==> src/hw/rtl/spq_pkg.sv <==
// Package for the stable priority queue: default sizes, request kinds,
// result status codes and the per-cycle cell operation struct.
// No dependencies.
package spq_pkg;

	localparam int QUEUE_DEPTH_DEF   = 16;
	localparam int VALUE_BITS_DEF    = 16;
	localparam int PRIORITY_BITS_DEF = 4;

	localparam logic KIND_PUSH = 1'b0;
	localparam logic KIND_POP  = 1'b1;

	typedef enum logic [1:0] {
		ST_DONE  = 2'd0,
		ST_EMPTY = 2'd1,
		ST_FULL  = 2'd2
	} status_t;

	// operation applied to every cell at the same clock edge
	typedef struct packed {
		logic push;
		logic pop;
	} spq_op_t;

endpackage

==> src/hw/rtl/spq_ifs.sv <==
// Valid/ready channel interfaces for the stable priority queue:
// request channel (push/pop) and result channel.
// Depends on spq_pkg.
interface spq_req_if #(
	parameter int VALUE_BITS    = spq_pkg::VALUE_BITS_DEF,
	parameter int PRIORITY_BITS = spq_pkg::PRIORITY_BITS_DEF
);
	logic                     valid;
	logic                     ready;
	logic                     kind;
	logic [VALUE_BITS-1:0]    value;
	logic [PRIORITY_BITS-1:0] priority_req;

	modport source (output valid, kind, value, priority_req, input ready);
	modport sink   (input valid, kind, value, priority_req, output ready);
	modport mon    (input valid, ready, kind, value, priority_req);
endinterface

interface spq_rsp_if #(
	parameter int VALUE_BITS    = spq_pkg::VALUE_BITS_DEF,
	parameter int PRIORITY_BITS = spq_pkg::PRIORITY_BITS_DEF
);
	logic                     valid;
	logic                     ready;
	logic [1:0]               status;
	logic [VALUE_BITS-1:0]    popped_value;
	logic [PRIORITY_BITS-1:0] popped_priority;

	modport source (output valid, status, popped_value, popped_priority, input ready);
	modport sink   (input valid, status, popped_value, popped_priority, output ready);
	modport mon    (input valid, ready, status, popped_value, popped_priority);
endinterface

==> src/hw/rtl/spq_cell.sv <==
// One slot of the sorted shift chain: holds one entry and decides each
// cycle whether to keep it, take the new entry, or take a neighbor's.
// Depends on spq_pkg.
module spq_cell #(
	parameter int VALUE_BITS    = spq_pkg::VALUE_BITS_DEF,
	parameter int PRIORITY_BITS = spq_pkg::PRIORITY_BITS_DEF
) (
	input  logic                     clk,
	input  logic                     arst_n,
	input  spq_pkg::spq_op_t         op,
	input  logic [VALUE_BITS-1:0]    new_value,
	input  logic [PRIORITY_BITS-1:0] new_prio,
	input  logic                     prev_after,
	input  logic                     prev_valid,
	input  logic [VALUE_BITS-1:0]    prev_value,
	input  logic [PRIORITY_BITS-1:0] prev_prio,
	input  logic                     next_valid,
	input  logic [VALUE_BITS-1:0]    next_value,
	input  logic [PRIORITY_BITS-1:0] next_prio,
	output logic                     after,
	output logic                     valid,
	output logic [VALUE_BITS-1:0]    value,
	output logic [PRIORITY_BITS-1:0] prio
);

	logic                     valid_q;
	logic [VALUE_BITS-1:0]    value_q;
	logic [PRIORITY_BITS-1:0] prio_q;

	// new entry goes behind this one
	assign after = valid_q && (prio_q >= new_prio);

	always_ff @(posedge clk or negedge arst_n) begin
		if (!arst_n) begin
			valid_q <= 1'b0;
		end else if (op.push && !after) begin
			valid_q <= prev_after ? 1'b1 : prev_valid;
		end else if (op.pop) begin
			valid_q <= next_valid;
		end
	end

	always_ff @(posedge clk) begin
		if (op.push && !after) begin
			value_q <= prev_after ? new_value : prev_value;
			prio_q  <= prev_after ? new_prio  : prev_prio;
		end else if (op.pop) begin
			value_q <= next_value;
			prio_q  <= next_prio;
		end
	end

	assign valid = valid_q;
	assign value = value_q;
	assign prio  = prio_q;

endmodule

==> src/hw/rtl/stable_priority_queue.sv <==
// Stable priority queue top level: a chain of spq_cell slots kept in
// descending priority order, plus a registered result stage.
// Depends on spq_pkg, spq_ifs (spq_req_if, spq_rsp_if) and spq_cell.
//
//   channel | dir | fields                                    | beat
//   --------+-----+-------------------------------------------+-----------------
//   req     | in  | kind, value, priority_req                 | one push or pop
//   rsp     | out | status, popped_value, popped_priority     | one per request
//
// Every cell compares its priority with the new one and picks keep / new /
// shift at the same edge, so one request per cycle is sustained while rsp is
// not stalled. The result appears on rsp in the cycle after the request is
// taken. req.ready is low only while a result waits on a stalled rsp. Reset
// clears the valid bits of all cells and the result valid bit; the stored
// values and the result payload need no clearing.
module stable_priority_queue #(
	parameter int QUEUE_DEPTH   = spq_pkg::QUEUE_DEPTH_DEF,
	parameter int VALUE_BITS    = spq_pkg::VALUE_BITS_DEF,
	parameter int PRIORITY_BITS = spq_pkg::PRIORITY_BITS_DEF
) (
	input  logic      clk,
	input  logic      arst_n,
	spq_req_if.sink   req,
	spq_rsp_if.source rsp
);

	// per-cell outputs, one entry per slot; slot 0 is the head
	logic [QUEUE_DEPTH-1:0]                    cell_after;
	logic [QUEUE_DEPTH-1:0]                    cell_valid;
	logic [QUEUE_DEPTH-1:0][VALUE_BITS-1:0]    cell_value;
	logic [QUEUE_DEPTH-1:0][PRIORITY_BITS-1:0] cell_prio;

	logic             take;
	logic             is_full;
	logic             is_empty;
	spq_pkg::spq_op_t op;

	logic                     rsp_valid_q;
	spq_pkg::status_t         status_q;
	logic [VALUE_BITS-1:0]    popped_value_q;
	logic [PRIORITY_BITS-1:0] popped_priority_q;

	// take a request whenever the result register is free or drains now
	assign req.ready = !rsp_valid_q || rsp.ready;
	assign take      = req.valid && req.ready;

	// valid bits stay contiguous from the head
	assign is_full  = cell_valid[QUEUE_DEPTH-1];
	assign is_empty = !cell_valid[0];

	// refused requests leave the chain untouched
	assign op.push = take && (req.kind == spq_pkg::KIND_PUSH) && !is_full;
	assign op.pop  = take && (req.kind == spq_pkg::KIND_POP) && !is_empty;

	for (genvar i = 0; i < QUEUE_DEPTH; i++) begin : g_cell
		logic                     prev_after;
		logic                     prev_valid;
		logic [VALUE_BITS-1:0]    prev_value;
		logic [PRIORITY_BITS-1:0] prev_prio;
		logic                     next_valid;
		logic [VALUE_BITS-1:0]    next_value;
		logic [PRIORITY_BITS-1:0] next_prio;

		if (i == 0) begin : g_head
			// on a push the head takes the new entry whenever it does not keep its own
			assign prev_after = 1'b1;
			assign prev_valid = 1'b0;
			assign prev_value = '0;
			assign prev_prio  = '0;
		end else begin : g_body
			assign prev_after = cell_after[i-1];
			assign prev_valid = cell_valid[i-1];
			assign prev_value = cell_value[i-1];
			assign prev_prio  = cell_prio[i-1];
		end

		if (i == QUEUE_DEPTH - 1) begin : g_tail
			// tail drains to empty on a pop
			assign next_valid = 1'b0;
			assign next_value = '0;
			assign next_prio  = '0;
		end else begin : g_inner
			assign next_valid = cell_valid[i+1];
			assign next_value = cell_value[i+1];
			assign next_prio  = cell_prio[i+1];
		end

		spq_cell #(
			.VALUE_BITS    (VALUE_BITS),
			.PRIORITY_BITS (PRIORITY_BITS)
		) u_cell (
			.clk        (clk),
			.arst_n     (arst_n),
			.op         (op),
			.new_value  (req.value),
			.new_prio   (req.priority_req),
			.prev_after (prev_after),
			.prev_valid (prev_valid),
			.prev_value (prev_value),
			.prev_prio  (prev_prio),
			.next_valid (next_valid),
			.next_value (next_value),
			.next_prio  (next_prio),
			.after      (cell_after[i]),
			.valid      (cell_valid[i]),
			.value      (cell_value[i]),
			.prio       (cell_prio[i])
		);
	end

	// result register: load on every taken request, drop when delivered
	always_ff @(posedge clk or negedge arst_n) begin
		if (!arst_n) begin
			rsp_valid_q <= 1'b0;
		end else if (take) begin
			rsp_valid_q <= 1'b1;
		end else if (rsp.ready) begin
			rsp_valid_q <= 1'b0;
		end
	end

	always_ff @(posedge clk) begin
		if (take) begin
			if (req.kind == spq_pkg::KIND_PUSH) begin
				status_q          <= is_full ? spq_pkg::ST_FULL : spq_pkg::ST_DONE;
				popped_value_q    <= '0;
				popped_priority_q <= '0;
			end else if (is_empty) begin
				status_q          <= spq_pkg::ST_EMPTY;
				popped_value_q    <= '0;
				popped_priority_q <= '0;
			end else begin
				status_q          <= spq_pkg::ST_DONE;
				popped_value_q    <= cell_value[0];
				popped_priority_q <= cell_prio[0];
			end
		end
	end

	assign rsp.valid           = rsp_valid_q;
	assign rsp.status          = status_q;
	assign rsp.popped_value    = popped_value_q;
	assign rsp.popped_priority = popped_priority_q;

endmodule

==> src/flat_wrapper.sv <==
// flat-port wrapper written by rule: the top's interface ports become plain ports
module stable_priority_queue_flat 
#(
	parameter int QUEUE_DEPTH   = spq_pkg::QUEUE_DEPTH_DEF,
	parameter int VALUE_BITS    = spq_pkg::VALUE_BITS_DEF,
	parameter int PRIORITY_BITS = spq_pkg::PRIORITY_BITS_DEF
)
  (clk, arst_n, req_valid, req_kind, req_value, req_priority_req, req_ready, rsp_valid, rsp_status, rsp_popped_value, rsp_popped_priority, rsp_ready);
  spq_req_if #(.VALUE_BITS(VALUE_BITS), .PRIORITY_BITS(PRIORITY_BITS)) req_i ();
  spq_rsp_if #(.VALUE_BITS(VALUE_BITS), .PRIORITY_BITS(PRIORITY_BITS)) rsp_i ();
  input  logic clk;
  input  logic arst_n;
  input wire logic [$bits(req_i.valid)-1:0] req_valid;
  input wire logic [$bits(req_i.kind)-1:0] req_kind;
  input wire logic [$bits(req_i.value)-1:0] req_value;
  input wire logic [$bits(req_i.priority_req)-1:0] req_priority_req;
  output wire logic [$bits(req_i.ready)-1:0] req_ready;
  output wire logic [$bits(rsp_i.valid)-1:0] rsp_valid;
  output wire logic [$bits(rsp_i.status)-1:0] rsp_status;
  output wire logic [$bits(rsp_i.popped_value)-1:0] rsp_popped_value;
  output wire logic [$bits(rsp_i.popped_priority)-1:0] rsp_popped_priority;
  input wire logic [$bits(rsp_i.ready)-1:0] rsp_ready;
  assign req_i.valid = req_valid;
  assign req_i.kind = req_kind;
  assign req_i.value = req_value;
  assign req_i.priority_req = req_priority_req;
  assign req_ready = req_i.ready;
  assign rsp_valid = rsp_i.valid;
  assign rsp_status = rsp_i.status;
  assign rsp_popped_value = rsp_i.popped_value;
  assign rsp_popped_priority = rsp_i.popped_priority;
  assign rsp_i.ready = rsp_ready;
  stable_priority_queue #(.QUEUE_DEPTH(QUEUE_DEPTH), .VALUE_BITS(VALUE_BITS), .PRIORITY_BITS(PRIORITY_BITS)) u_core (.clk(clk), .arst_n(arst_n), .req(req_i), .rsp(rsp_i));
endmodule
==> config.mk <==
export PLATFORM = sky130hd
export DESIGN_NAME = stable_priority_queue_flat
export DESIGN_NICKNAME = d
export VERILOG_FILES = /design/src/hw/rtl/spq_pkg.sv /design/src/hw/rtl/spq_ifs.sv /design/src/hw/rtl/spq_cell.sv /design/src/hw/rtl/stable_priority_queue.sv /design/src/flat_wrapper.sv
export SDC_FILE = /design/constraint.sdc
export NUM_CORES = 1
export LEC_CHECK = 0
export ABC_AREA = 1
export BUFFER_PORTS_ARGS = -buffer_cell sky130_fd_sc_hd__buf_2
export CAP_MARGIN = 20
export CORE_ASPECT_RATIO = 1.25
export CORE_MARGIN = 2
export CORE_UTILIZATION = 60
export CTS_BUF_LIST = sky130_fd_sc_hd__clkbuf_8
export CTS_CLUSTER_SIZE = 8
export DETAILED_ROUTE_END_ITERATION = 8
export PLACE_DENSITY = 0.77
export REMOVE_ABC_BUFFERS = 1
export SLEW_MARGIN = 20
export SYNTH_ARGS = -nofsm -noshare
export SYNTH_HDL_FRONTEND = slang
export SYNTH_SLANG_ARGS = --single-unit
==> constraint.sdc <==
create_clock -name clk -period 4.2 [get_ports clk]
set_input_delay 0.21 -clock clk [delete_from_list [all_inputs] [get_ports clk]]
set_output_delay 0.21 -clock clk [all_outputs]
set_load 0.05 [all_outputs]
==> reports/qor.yml <==
cts.repair_timing.setup_buffer_count: 0
cts_root_buffer: "sky130_fd_sc_hd__clkbuf_8"
grt_max_degree: 38
die_height_microns: 214
achievable-frequency_ghz: 0.329
number_of_flip_flops_and_latches_in_the_synthesized_netlist: 359
fin_worst_skew_ns: 0.0384
fraction_of_layout_instances_using_a_drive_strength_above_1: 0.0684
met1_length_mm: 21.4
timing.final.crit_share: 0.723
route.detailed.wl_per_inst_microns: 18.7
cts.clk_slew.worst_paths_ns: 0.06
worst_pin_slew_ns: 0.924
htreeDepth: 2
initial_utilization: 0.611
coreArea_sq_um: 34600
grt_setup_unrepaired: "no"
final-setup-viol-count: 0
vias_per_cell: 5.81
grt_overflow_total: 0
yosys_warnings: 0
power.density_cell_area_nw_per_um2: 582
route.vias.total: 18900
power.net_switching_mw: 5.33
cts_max_path_buffers: 3
run_status: "finished clean"
vdd_drop_max_mv: 0.283
topRoutingLayerUsed: "met4"
internal_power_mw: 7.72
syn_inst: 2777
max_slew_violations: 0
dp_cells: 3135
crit_path_max_fanout: 21
ys_seq_area_frac: 0.506
routabilityCongestion: 0.908
seq_power_share: 0.456
cts.sinks: 359
die_w_microns: 172
synthToLayoutAreaGrowth_pct: 5.91
finalHoldViolations: 0
worst-setup-path-type: "register to register"
detail_route.first_pass.iterations: 6
critical_path.endpoint_type: "register"
slew_margin_rel: 0.382
reg2reg_setup_slack_ns: 1.16
setup_slack_ns: 1.16
met3_length_mm: 5.17
design.die.area_sq_um: 36800
cts_tree: "yes"
post_synth_num_cell_types: 23
power.share.combinational: 0.328
worstPathRequired_ns: 4.34
number_of_design_rule_violations_left_after_detail_routing: 0
grt_pass1_wl_mm: 94.7
clock_latency_ns: 0.64
antenna_violation_net_count_after_detailed_routing: 0
initial_antenna_violation_count: 0
net_total_in_the_final_layout: 2816
power.share.switching: 0.408
fp-row-count: 76
first_global_vias: 18500
track_usage: 0.330
floorplan.io_pins: 49
post-layout-total-power_mw: 13.0
postCtsResizedCells: 0
cts_hold_buffers: 4
type_of_the_most_critical_hold_path: "input pin to asynchronous set/reset pin"
cp-start-kind: "register"
p_leak_nw: 11.1
routed-wl-met2_mm: 30.0
pre_cts_ws_ns: 0.771
fill_cells: 3011
power.clock.fraction: 0.216
synth_area_per_cell_sq_um: 7.62
post-route-min-period_ns: 3.04
synth_area_sq_um: 21200
numPortBuffers: 48
clock_buffer_count_from_cts: 58
drt_wirelength_mm: 60.5
n_antenna_cell: 0
hpwl_mm: 40.8
cp_data_arrival_time_ns: 3.18
drv_cap: 0
instances_no_fill: 3244
detailedRoute.firstIterationViolations: 2108
==> logic make-up after synthesis <==
family / synth area share
flops: 0.506
compound gates: 0.00946
buf+inv: 0.0638
simple gates: 0.386
fa+ha+maj: 0.0355
==> power by group through the flow <==
stage	clock [mW]	combinational [mW]	sequential (mW)
CTS	2.82	4.24	5.90
global route	2.98	4.87	6.00
floorplan	0	2.94	5.70
detailed placement	0	4.23	5.96
global placement	0	4.07	5.95
finish	2.82	4.28	5.95
==> critical path: stages (launching register included) <==
cell                      delay, ns
sky130_fd_sc_hd__dfrtp_1       0.38
sky130_fd_sc_hd__nand2_1       0.53
sky130_fd_sc_hd__nor2_2        0.09
sky130_fd_sc_hd__inv_1         0.55
sky130_fd_sc_hd__buf_4         0.38
sky130_fd_sc_hd__nand2_1       0.59
==> per-stage QoR <==
| stage | hold slack (ns) | setup TNS [ns] | util | instance area [sq um] |
|---|---|---|---|---|
| detailed placement | 0.269 | 0 | 0.616 | 21300 |
| CTS | 0.131 | 0 | 0.647 | 22400 |
| global route | 0.165 | 0 | 0.647 | 22400 |
| finish | 0.167 | 0 | 0.647 | 22400 |
| floorplan | -0.0856 | -25.23 | - | 20200 |
| global placement | 0.257 | 0 | 0.616 | 21300 |
==> synth_stat cells <==
| library cell | count | share of area |
|---|---|---|
| sky130_fd_sc_hd__inv_1 | 90 | 0.016 |
| sky130_fd_sc_hd__buf_4 | 3 | 0.0011 |
| sky130_fd_sc_hd__buf_6 | 21 | 0.011 |
| sky130_fd_sc_hd__nand2_2 | 4 | 0.0012 |
| sky130_fd_sc_hd__nand3b_1 | 12 | 0.0043 |
| sky130_fd_sc_hd__dfrtp_1 | 17 | 0.020 |
| sky130_fd_sc_hd__nor2_1 | 62 | 0.011 |
| sky130_fd_sc_hd__buf_1 | 16 | 0.0028 |
| sky130_fd_sc_hd__nand2_4 | 10 | 0.0053 |
| sky130_fd_sc_hd__nor3_4 | 1 | 0.00077 |
| sky130_fd_sc_hd__buf_2 | 40 | 0.0095 |
| sky130_fd_sc_hd__nand2_1 | 1577 | 0.28 |
| sky130_fd_sc_hd__inv_2 | 12 | 0.0021 |
| sky130_fd_sc_hd__clkbuf_1 | 119 | 0.021 |
| sky130_fd_sc_hd__o21ai_1 | 1 | 0.00024 |
| sky130_fd_sc_hd__nand4_1 | 3 | 0.00089 |
| sky130_fd_sc_hd__or2_2 | 1 | 0.00030 |
| sky130_fd_sc_hd__o21ai_0 | 24 | 0.0057 |
| sky130_fd_sc_hd__nor2_2 | 1 | 0.00030 |
| sky130_fd_sc_hd__edfxtp_1 | 342 | 0.49 |
| sky130_fd_sc_hd__ha_1 | 60 | 0.035 |
| sky130_fd_sc_hd__nand3_1 | 346 | 0.082 |
| sky130_fd_sc_hd__a21oi_1 | 15 | 0.0035 |
==> per-layer routing <==
layer  GRT usage  up-vias
met5           0        -
met4       0.195        0
met3      0.0560      292
met2       0.562     1034
met1       0.390     8716
li1            -     8819
==> registers in the layout (all words and copies together) (netlist names) <==
| signal | flops |
|---|---|
| u_core.g_cell.u_cell.prio | 64 |
| u_core.g_cell.u_cell.valid | 16 |
| u_core.g_cell.u_cell.value | 256 |
| u_core.rsp.popped_priority | 4 |
| u_core.rsp.popped_value | 16 |
| u_core.rsp.status | 2 |
| u_core.rsp.valid | 1 |
==> area by class of cell <==
class	count	area, sq um	area share
clock buffers	63	867	0.0387
inverters	102	383	0.0171
repair buffers	93	588	0.0262
flip-flops and latches	359	10700	0.477
clock inverters	42	176	0.00787
well taps	468	586	0.0261
multi-input cells	2117	9110	0.407
==> layout by cell type, fill, tap and decap left out <==
| master | instances |
|---|---|
| sky130_fd_sc_hd__nand2_1 | 1577 |
| sky130_fd_sc_hd__nand3_1 | 346 |
| sky130_fd_sc_hd__edfxtp_1 | 342 |
| sky130_fd_sc_hd__inv_1 | 114 |
| sky130_fd_sc_hd__clkbuf_8 | 63 |
| sky130_fd_sc_hd__nor2_1 | 62 |
| sky130_fd_sc_hd__ha_1 | 60 |
| sky130_fd_sc_hd__buf_2 | 48 |
| sky130_fd_sc_hd__buf_4 | 41 |
| sky130_fd_sc_hd__o21ai_0 | 24 |
| sky130_fd_sc_hd__dfrtp_1 | 17 |
| sky130_fd_sc_hd__a21oi_1 | 15 |
| sky130_fd_sc_hd__inv_2 | 12 |
| sky130_fd_sc_hd__nand3b_1 | 12 |
| sky130_fd_sc_hd__nand2_4 | 10 |
| sky130_fd_sc_hd__clkinv_1 | 9 |
| sky130_fd_sc_hd__clkinv_2 | 7 |
| sky130_fd_sc_hd__nand2_2 | 4 |
| sky130_fd_sc_hd__dlygate4sd3_1 | 4 |
| sky130_fd_sc_hd__nand4_1 | 3 |
| sky130_fd_sc_hd__inv_6 | 2 |
| sky130_fd_sc_hd__nor3_4 | 1 |
| sky130_fd_sc_hd__o21ai_1 | 1 |
| sky130_fd_sc_hd__nor2_2 | 1 |
| sky130_fd_sc_hd__or2_2 | 1 |
==> final timing paths <==
check | from | end | depth (start not counted)
setup / recovery | u_core.g_cell[0].u_cell.valid$_DFFE_PN0P_ | u_core.g_cell[8].u_cell.value[9]$_DFFE_PP_ | 5
hold / removal | arst_n | u_core.g_cell[13].u_cell.valid$_DFFE_PN0P_ | 2
setup reg to reg | u_core.g_cell[0].u_cell.valid$_DFFE_PN0P_ | u_core.g_cell[8].u_cell.value[9]$_DFFE_PP_ | 5
hold reg to reg | u_core.g_cell[15].u_cell.prio[3]$_SDFFCE_PN0P_ | u_core.g_cell[14].u_cell.prio[3]$_DFFE_PP_ | 2
max in group asynchronous | arst_n | u_core.g_cell[8].u_cell.valid$_DFFE_PN0P_ | 2
min in group clk | req_priority_req[1] | u_core.g_cell[15].u_cell.prio[1]$_SDFFCE_PN0P_ | 3
Power figures use the tool's default switching activity.
